===== src/design/serial_frame_receive_checker_top_assert.svh =====
// Assertion macros shared by the receive checker RTL.
// Each macro takes a label, an antecedent and a consequent, and is clocked on aclk
// with aresetn as the disable condition.
`ifndef SERIAL_FRAME_RECEIVE_CHECKER_TOP_ASSERT_SVH
`define SERIAL_FRAME_RECEIVE_CHECKER_TOP_ASSERT_SVH

`ifndef SYNTHESIS

`define SFRC_ASSERT_SAME(label, ante, cons) \
    label: assert property (@(posedge aclk) disable iff (!aresetn) (ante) |-> (cons)) \
        else $error("sfrc assertion failed");

`define SFRC_ASSERT_NEXT(label, ante, cons) \
    label: assert property (@(posedge aclk) disable iff (!aresetn) (ante) |=> (cons)) \
        else $error("sfrc assertion failed");

`else

`define SFRC_ASSERT_SAME(label, ante, cons)

`define SFRC_ASSERT_NEXT(label, ante, cons)

`endif

`endif


===== src/design/sfrc_pkg.sv =====
`timescale 1ns / 1ps
`default_nettype none

package sfrc_pkg;

    localparam int unsigned ByteW = 8;

    // Configuration register indexes.
    localparam logic [1:0] CFG_START_MARKER = 2'd0;
    localparam logic [1:0] CFG_END_MARKER   = 2'd1;
    localparam logic [1:0] CFG_MAX_LENGTH   = 2'd2;

    localparam logic [ByteW-1:0] START_MARKER_RST = 8'd253;
    localparam logic [ByteW-1:0] END_MARKER_RST   = 8'h0d;
    localparam logic [ByteW-1:0] MAX_LENGTH_RST   = 8'd40;

    // Event codes reported with each word.
    localparam logic [1:0] EV_NONE    = 2'd0;
    localparam logic [1:0] EV_GOOD    = 2'd1;
    localparam logic [1:0] EV_BAD_SUM = 2'd2;
    localparam logic [1:0] EV_BAD_LEN = 2'd3;

    typedef enum logic [7:0] {
        PH_HUNT    = 8'b0000_0001,
        PH_DIR     = 8'b0000_0010,
        PH_CMD     = 8'b0000_0100,
        PH_LEN     = 8'b0000_1000,
        PH_PAYLOAD = 8'b0001_0000,
        PH_CHECK   = 8'b0010_0000,
        PH_END     = 8'b0100_0000,
        PH_DONE    = 8'b1000_0000
    } sfrc_phase_t;

    typedef struct packed {
        logic [ByteW-1:0] start_marker;
        logic [ByteW-1:0] end_marker;
        logic [ByteW-1:0] max_length;
    } sfrc_cfg_t;

    typedef struct packed {
        logic [1:0]       event_res;
        logic [ByteW-1:0] frame_cmd;
        logic [ByteW-1:0] frame_length;
        logic [ByteW-1:0] payload_byte;
        logic             payload_valid;
    } sfrc_result_t;

endpackage

`default_nettype wire


===== src/design/sfrc_parser.sv =====
`timescale 1ns / 1ps
`default_nettype none

module sfrc_parser (
    input  wire logic                      aclk,
    input  wire logic                      aresetn,
    input  wire logic                      accept,
    input  wire logic [sfrc_pkg::ByteW-1:0] rx_byte,
    input  wire logic                      idle_event,
    input  wire sfrc_pkg::sfrc_cfg_t       cfg,
    output sfrc_pkg::sfrc_result_t         result
);
    import sfrc_pkg::*;

    sfrc_phase_t      phase_reg, phase_next;
    logic [ByteW-1:0] count_reg, count_next;
    logic [ByteW-1:0] length_reg, length_next;
    logic [ByteW-1:0] cmd_reg, cmd_next;
    logic [ByteW-1:0] sum_reg, sum_next;
    logic [1:0]       event_res;
    logic             payload_valid;
    logic             last_payload;

    // The last payload byte is the one that brings the count up to length minus one.
    assign last_payload = ({1'b0, count_reg} + 9'd2) >= {1'b0, length_reg};

    always_comb begin
        phase_next    = phase_reg;
        count_next    = count_reg;
        length_next   = length_reg;
        cmd_next      = cmd_reg;
        sum_next      = sum_reg;
        event_res     = EV_NONE;
        payload_valid = 1'b0;
        if (idle_event) begin
            phase_next  = PH_HUNT;
            count_next  = '0;
            length_next = '0;
            cmd_next    = '0;
            sum_next    = '0;
        end else begin
            unique case (phase_reg)
                PH_HUNT: begin
                    if (rx_byte == cfg.start_marker) begin
                        phase_next = PH_DIR;
                    end
                end
                PH_DIR: begin
                    phase_next = PH_CMD;
                end
                PH_CMD: begin
                    cmd_next   = rx_byte;
                    phase_next = PH_LEN;
                end
                PH_LEN: begin
                    length_next = rx_byte;
                    count_next  = '0;
                    sum_next    = '0;
                    if (rx_byte == '0 || rx_byte > cfg.max_length) begin
                        event_res  = EV_BAD_LEN;
                        phase_next = PH_DONE;
                    end else if (rx_byte == ByteW'(1)) begin
                        phase_next = PH_CHECK;
                    end else begin
                        phase_next = PH_PAYLOAD;
                    end
                end
                PH_PAYLOAD: begin
                    payload_valid = 1'b1;
                    sum_next      = sum_reg + rx_byte;
                    count_next    = count_reg + ByteW'(1);
                    if (last_payload) begin
                        phase_next = PH_CHECK;
                    end
                end
                PH_CHECK: begin
                    // A matching checksum leaves the running sum at zero.
                    sum_next   = sum_reg - rx_byte;
                    phase_next = PH_END;
                end
                PH_END: begin
                    event_res  = (sum_reg == '0 && rx_byte == cfg.end_marker) ?
                                 EV_GOOD : EV_BAD_SUM;
                    phase_next = PH_DONE;
                end
                PH_DONE: begin
                    phase_next = PH_DONE;
                end
                default: begin
                    phase_next = PH_HUNT;
                end
            endcase
        end
    end

    always_ff @(posedge aclk) begin
        if (!aresetn) begin
            phase_reg  <= PH_HUNT;
            count_reg  <= '0;
            length_reg <= '0;
            cmd_reg    <= '0;
            sum_reg    <= '0;
        end else if (accept) begin
            phase_reg  <= phase_next;
            count_reg  <= count_next;
            length_reg <= length_next;
            cmd_reg    <= cmd_next;
            sum_reg    <= sum_next;
        end
    end

    assign result.event_res     = event_res;
    assign result.frame_cmd     = cmd_next;
    assign result.frame_length  = length_next;
    assign result.payload_byte  = payload_valid ? rx_byte : '0;
    assign result.payload_valid = payload_valid;

endmodule

`default_nettype wire


===== src/design/serial_frame_receive_checker_top.sv =====
// A result word is registered and appears on the m_ side in the cycle after its input word is accepted.
// Throughput: one word per cycle; a new word is taken while the held result drains.
// The single output register stalls input only while its word waits for m_ready.
// Reset (aresetn, synchronous, active low) returns the parser to hunting for the start
// marker, clears the frame state and loads the default marker and length registers.
`timescale 1ns / 1ps
`default_nettype none

module serial_frame_receive_checker_top (
    input  wire logic                       aclk,
    input  wire logic                       aresetn,
    input  wire logic                       cfg_wr_en,
    input  wire logic [1:0]                 cfg_index,
    input  wire logic [sfrc_pkg::ByteW-1:0] cfg_wdata,
    input  wire logic                       s_valid,
    output logic                            s_ready,
    input  wire logic [sfrc_pkg::ByteW-1:0] s_rx_byte,
    input  wire logic                       s_idle_event,
    output logic                            m_valid,
    input  wire logic                       m_ready,
    output logic [1:0]                      m_event_res,
    output logic [sfrc_pkg::ByteW-1:0]      m_frame_cmd,
    output logic [sfrc_pkg::ByteW-1:0]      m_frame_length,
    output logic [sfrc_pkg::ByteW-1:0]      m_payload_byte,
    output logic                            m_payload_valid
);
    import sfrc_pkg::*;

    `include "serial_frame_receive_checker_top_assert.svh"

    sfrc_cfg_t    cfg_reg;
    sfrc_result_t result;
    sfrc_result_t res_reg;
    logic         m_valid_reg;
    logic         in_accept;

    always_ff @(posedge aclk) begin
        if (!aresetn) begin
            cfg_reg.start_marker <= START_MARKER_RST;
            cfg_reg.end_marker   <= END_MARKER_RST;
            cfg_reg.max_length   <= MAX_LENGTH_RST;
        end else if (cfg_wr_en) begin
            unique case (cfg_index)
                CFG_START_MARKER: cfg_reg.start_marker <= cfg_wdata;
                CFG_END_MARKER:   cfg_reg.end_marker   <= cfg_wdata;
                CFG_MAX_LENGTH:   cfg_reg.max_length   <= cfg_wdata;
                default: begin
                end
            endcase
        end
    end

    assign s_ready   = !m_valid_reg || m_ready;
    assign in_accept = s_valid && s_ready;

    sfrc_parser u_parser (
        .aclk       (aclk),
        .aresetn    (aresetn),
        .accept     (in_accept),
        .rx_byte    (s_rx_byte),
        .idle_event (s_idle_event),
        .cfg        (cfg_reg),
        .result     (result)
    );

    always_ff @(posedge aclk) begin
        if (!aresetn) begin
            m_valid_reg <= 1'b0;
        end else if (in_accept) begin
            m_valid_reg <= 1'b1;
        end else if (m_ready) begin
            m_valid_reg <= 1'b0;
        end
    end

    always_ff @(posedge aclk) begin
        if (in_accept) begin
            res_reg <= result;
        end
    end

    assign m_valid         = m_valid_reg;
    assign m_event_res     = res_reg.event_res;
    assign m_frame_cmd     = res_reg.frame_cmd;
    assign m_frame_length  = res_reg.frame_length;
    assign m_payload_byte  = res_reg.payload_byte;
    assign m_payload_valid = res_reg.payload_valid;

    `SFRC_ASSERT_NEXT(a_accept_gives_word, in_accept, m_valid_reg)
    `SFRC_ASSERT_NEXT(a_idle_clears_frame, in_accept && s_idle_event,
        res_reg.event_res == EV_NONE && res_reg.frame_cmd == '0 && res_reg.frame_length == '0)
    `SFRC_ASSERT_SAME(a_payload_no_event, m_valid_reg && res_reg.payload_valid,
        res_reg.event_res == EV_NONE)
    `SFRC_ASSERT_SAME(a_no_payload_zero, m_valid_reg && !res_reg.payload_valid,
        res_reg.payload_byte == '0)

endmodule

`default_nettype wire


===== config.mk =====
export PLATFORM = sky130hd
export DESIGN_NAME = serial_frame_receive_checker_top
export DESIGN_NICKNAME = d
export VERILOG_FILES = /design/src/design/sfrc_pkg.sv /design/src/design/sfrc_parser.sv /design/src/design/serial_frame_receive_checker_top.sv
export VERILOG_INCLUDE_DIRS = /design/src /design/src/design
export SDC_FILE = /design/constraint.sdc
export NUM_CORES = 1
export LEC_CHECK = 0
export ABC_CLOCK_PERIOD_IN_PS = 5100
export BUFFER_PORTS_ARGS = -buffer_cell sky130_fd_sc_hd__buf_2
export CELL_PAD_IN_SITES_DETAIL_PLACEMENT = 0
export CELL_PAD_IN_SITES_GLOBAL_PLACEMENT = 2
export CORE_MARGIN = 2
export CORE_UTILIZATION = 39
export CTS_CLUSTER_SIZE = 10
export DETAILED_ROUTE_END_ITERATION = 8
export PLACE_DENSITY_LB_ADDON = 0.12
export SETUP_SLACK_MARGIN = 0.3
export SKIP_CTS_REPAIR_TIMING = 1
export SYNTH_ARGS = -nofsm -noshare
export SYNTH_HDL_FRONTEND = slang
export SYNTH_SLANG_ARGS = --single-unit

===== constraint.sdc =====
create_clock -name aclk -period 5.1 [get_ports aclk]
set_clock_uncertainty 0.15 [all_clocks]
set_input_delay 0.51 -clock aclk [delete_from_list [all_inputs] [get_ports aclk]]
set_output_delay 0.51 -clock aclk [all_outputs]
set_load 0.01 [all_outputs]

==> out/qor_table.md <==
| Step | Quantity | Reported |
|:---|:---|:---|
| synth | Flip-flop and latch count after synthesis | 92 |
| setup path | CP Class | reg2reg |
| hold path | Depth of the worst hold-timing path | 3 |
| synth | Library cells used by synthesis | 61 |
| clock network | Count of H-tree levels built during CTS | 3 |
| setup path | Worst setup slack for register-to-register paths | 1970 ps |
| die | Core area | 12500 sq um |
| clock network | Clock Sink Count | 92 |
| place | Post-DP HPWL | 8710 um |
| setup path | Worst r2r dst | u_parser.sum_reg[6]$_SDFFE_PN0P_ |
| global route | Antenna violations before repair | 0 |
| global route | GRT met2 Usage | 32.9% |
| global route | Met1 track utilization from global routing | 25.3% |
| synth | Synth top area share | 26.2% |
| synth | Biggest area consumer among synthesized cells | sky130_fd_sc_hd__dfxtp_1 |
| power | Total power divided by cell area | 292 nW/um^2 |
| synth | Syn Nets | 614 |
| setup path | CP arrival | 3260 ps |
| die | Width of the die | 117 um |
| routing | Antenna Violating Nets Remaining | 0 |
| sta | Period utilization | 61.3% |
| cells and area | Leading cell types in the layout, fill and taps excluded | 87 x sky130_fd_sc_hd__nand2_1, 65 x sky130_fd_sc_hd__dfxtp_1, 52 x sky130_fd_sc_hd__buf_2 |
| hold path | Path class of the lowest-slack min-delay path | in2reg |
| die | Standard-cell row count | 41 |
| global route | Global-route usage over all layers | 19.4% |
| power | Leakage power summed over all cells | 2.31 nW |
| hold path | Source of the worst hold timing path | cfg_wdata[6] |
| cells and area | Commonest non-fill, non-tap cell in the layout | sky130_fd_sc_hd__nand2_1 |
| cells and area | Flip-flop count of the largest register, all copies and words added | 24 |
| synth | Leading post-synthesis cells by cell area | sky130_fd_sc_hd__dfxtp_1 26%, sky130_fd_sc_hd__edfxtp_1 16%, sky130_fd_sc_hd__ha_1 6.8% |
| sta | Normalized max-slew margin | 27.6% |
| sta | Post-layout minimum cycle time | 3130 ps |
| routing | DR iter-0 viols | 311 |
| sta | Min Hold Slack | 252 ps |
| setup path | Required time at the worst-slack endpoint | 5230 ps |
| sta | Unrepaired setup endpoints after global routing | false |
| clock network | Number of buffers on the longest clock path | 2 |
| clock network | Inserted Clock Buffers | 9 |
| power | Largest voltage drop on the vdd net | 0.127 mV |
| setup path | Crit start category | register |
| global route | Busiest layer in global routing | met2 |
| synth | Portion of the post-synthesis area used by sequential elements | 42.6% |
| global route | Largest net degree at the start of global routing | 46 |
| synth | Gate count after technology mapping | 562 |
| sta | Final-report max-slew violation count | 0 |
| die | Die Ht | 117 um |
| die | Overall die area | 13600 sq um |
| sta | Max Freq | 320 MHz |
| run status | Status | completed |
| sta | Actual slew at the worst max-slew pin | 1080 ps |
| die | I/O pin count | 53 |
| setup path | R2r worst-path depth | 11 |
| clock network | Library cell used as clock root buffer | sky130_fd_sc_hd__clkbuf_16 |
| setup path | Launch point of the worst reg-to-reg path | u_parser.phase_reg[7]$_SDFFE_PN0P_ |
| synth | Number of enable-type register cells in the synthesized netlist | 27 |
| sta | Aggregate negative setup slack | 0 ps |
| place | Routability-driven placement congestion ratio | 0.852 |
| place | Number of buffers inserted by port buffering | 52 |
| synth | Post-Syn Area | 4960 sq um |
| routing | Routed len/inst | 15.8 um |
| cells and area | Total number of nets in the final design | 650 |
| synth | Warnings, synthesis | 0 |
| cells and area | Diodes inserted | 0 |
| synth | Share of async-settable or async-resettable flops after synthesis | 0% |
| die | Initial Utilization | 39.6% |
| routing | Routed WL | 12300 um |
| global route | Aggregate global routing overflow | 0 |
| synth | Synthesized area divided by synthesized cell count | 8.83 sq um |
| hold path | End point of the worst hold path | cfg_reg[22]$_SDFFE_PN1P_ |
| sta | Final number of hold-violating endpoints | 0 |
| global route | Wire length of the first global-routing pass | 20100 um |
| cells and area | Area added between synthesis and finish | 13.7% |
| flow run | Number of max-cap violations | 0 |
| routing | Count of unresolved DRC violations after routing | 0 |
| global route | Vias in the first global route | 3890 |
| setup path | Maximum fanout along the worst path | 8 |
| clock network | Clock tree from TritonCTS | done |
| setup path | Crit end category | register |
| synth | Post-synth top flop | sky130_fd_sc_hd__dfxtp_1 |
| routing | Via count | 4047 |
| clock network | Clock slew seen by the registers of the worst setup and hold paths | 70 ps |
| cells and area | Share of cells above drive strength 1 | 13.4% |
| sta | Final setup violation count | 0 |
| clock network | Clock latency reported for the late side of the worst-skew pair | 350 ps |
| routing | Drt pass-1 iters | 5 |
| routing | Routed via count divided by cell count | 5.22 |
| global route | Met3 demand-to-capacity share in global routing | 2.99% |
-- synth_stat cells (2+ instances only) --
| cell type | n |
|---|---|
| sky130_fd_sc_hd__nand2b_1 | 2 |
| sky130_fd_sc_hd__nand2_1 | 87 |
| sky130_fd_sc_hd__and3_1 | 5 |
| sky130_fd_sc_hd__nor2_1 | 48 |
| sky130_fd_sc_hd__nand3_1 | 21 |
| sky130_fd_sc_hd__nor4b_1 | 2 |
| sky130_fd_sc_hd__nor3_1 | 8 |
| sky130_fd_sc_hd__edfxtp_1 | 27 |
| sky130_fd_sc_hd__dfxtp_1 | 65 |
| sky130_fd_sc_hd__nand3b_1 | 4 |
| sky130_fd_sc_hd__a21oi_1 | 51 |
| sky130_fd_sc_hd__nor2_2 | 2 |
| sky130_fd_sc_hd__ha_1 | 27 |
| sky130_fd_sc_hd__xnor2_1 | 23 |
| sky130_fd_sc_hd__or3_1 | 3 |
| sky130_fd_sc_hd__or3_4 | 2 |
| sky130_fd_sc_hd__nor3b_1 | 4 |
| sky130_fd_sc_hd__mux2i_1 | 22 |
| sky130_fd_sc_hd__o2111ai_1 | 4 |
| sky130_fd_sc_hd__nand4_1 | 11 |
| sky130_fd_sc_hd__nor4_1 | 4 |
| sky130_fd_sc_hd__inv_1 | 29 |
| sky130_fd_sc_hd__clkbuf_1 | 24 |
| sky130_fd_sc_hd__buf_1 | 2 |
| sky130_fd_sc_hd__xor2_1 | 16 |
| sky130_fd_sc_hd__nor2b_1 | 6 |
| sky130_fd_sc_hd__and2_1 | 8 |
| sky130_fd_sc_hd__a22oi_1 | 2 |
| sky130_fd_sc_hd__or4_1 | 2 |
| sky130_fd_sc_hd__o21ai_0 | 14 |
| sky130_fd_sc_hd__a21o_1 | 4 |
| sky130_fd_sc_hd__o21a_1 | 3 |
| sky130_fd_sc_hd__buf_2 | 2 |
-- layer usage --
| metal | wire length (um) | vias to the layer above | share of wire (%) |
|---|---|---|---|
| li1 | - | 2021 | - |
| met1 | 5760 | 1952 | 47 |
| met2 | 6000 | 63 | 49 |
| met3 | 363 | 11 | 3.0 |
| met4 | 164 | 0 | 1.3 |
| met5 | 0 | - | 0 |
-- worst max-delay path: stages, from the launching register on --
cell                      delay, ps
sky130_fd_sc_hd__dfxtp_1        370
sky130_fd_sc_hd__nor3_1         400
sky130_fd_sc_hd__and4b_1        480
sky130_fd_sc_hd__nor2_1         100
sky130_fd_sc_hd__xnor2_1        140
sky130_fd_sc_hd__ha_1           330
sky130_fd_sc_hd__nor2b_1        150
sky130_fd_sc_hd__o21ai_0        190
sky130_fd_sc_hd__a21oi_1        120
sky130_fd_sc_hd__o21a_1         200
sky130_fd_sc_hd__or3_1          340
sky130_fd_sc_hd__nand3_1         90
-- worst max path at each step --
stage,to,slack [ps],start
finish,u_parser.sum_reg[6]$_SDFFE_PN0P_,1970,u_parser.phase_reg[7]$_SDFFE_PN0P_
CTS,u_parser.sum_reg[6]$_SDFFE_PN0P_,1980,u_parser.phase_reg[7]$_SDFFE_PN0P_
global route,u_parser.sum_reg[6]$_SDFFE_PN0P_,1660,u_parser.phase_reg[7]$_SDFFE_PN0P_
global placement,u_parser.phase_reg[3]$_SDFFE_PN0P_,1940,m_ready
floorplan,u_parser.sum_reg[7]$_SDFFE_PN0P_,2190,s_rx_byte[0]
detailed placement,u_parser.phase_reg[3]$_SDFFE_PN0P_,1850,m_ready
-- where the power goes --
| part | internal (W) | switching [W] |
|---|---|---|
| Clock | 0.000428 | 0.000284 |
| Combinational | 0.0000565 | 0.000101 |
| Sequential | 0.000771 | 0.0000101 |
-- final cells by class --
class	instances	area (sq um)
Multi-Input combinational cell	412	2620
Clock inverter	5	76.3
Clock buffer	11	233
Inverter	29	109
Sequential cell	92	2110
Timing Repair Buffer	54	275
Tap cell	172	215
Fill cell	1306	6870
-- through the flow --
step | power, W | setup WS (ps) | instances | util [%] | cell area (sq um)
after floorplan | 0.000904 | 2190 | 562 | - | 4960
after global routing | 0.00172 | 1660 | 775 | 45.1 | 5640
after global placement | 0.000955 | 1940 | 759 | 42.6 | 5330
after detailed placement | 0.000957 | 1850 | 759 | 42.6 | 5330
final | 0.00165 | 1970 | 775 | 45.1 | 5640
after CTS | 0.00167 | 1980 | 775 | 45.1 | 5640
-- kinds of logic (layout without fill, tap and decap cells) --
kind of cell,count (synthesis),in the layout,synth area share (%)
and+or+nand+nor,227,227,22.1
AOI/OAI and AO/OA,96,96,12.2
DFF,92,92,42.6
xor gates and xnor gates,39,39,6.88
muxes,22,22,4.44
adders and majority gates,28,28,7.21
buffers and inverters,58,99,4.59
Power figures use the tool's default switching activity.
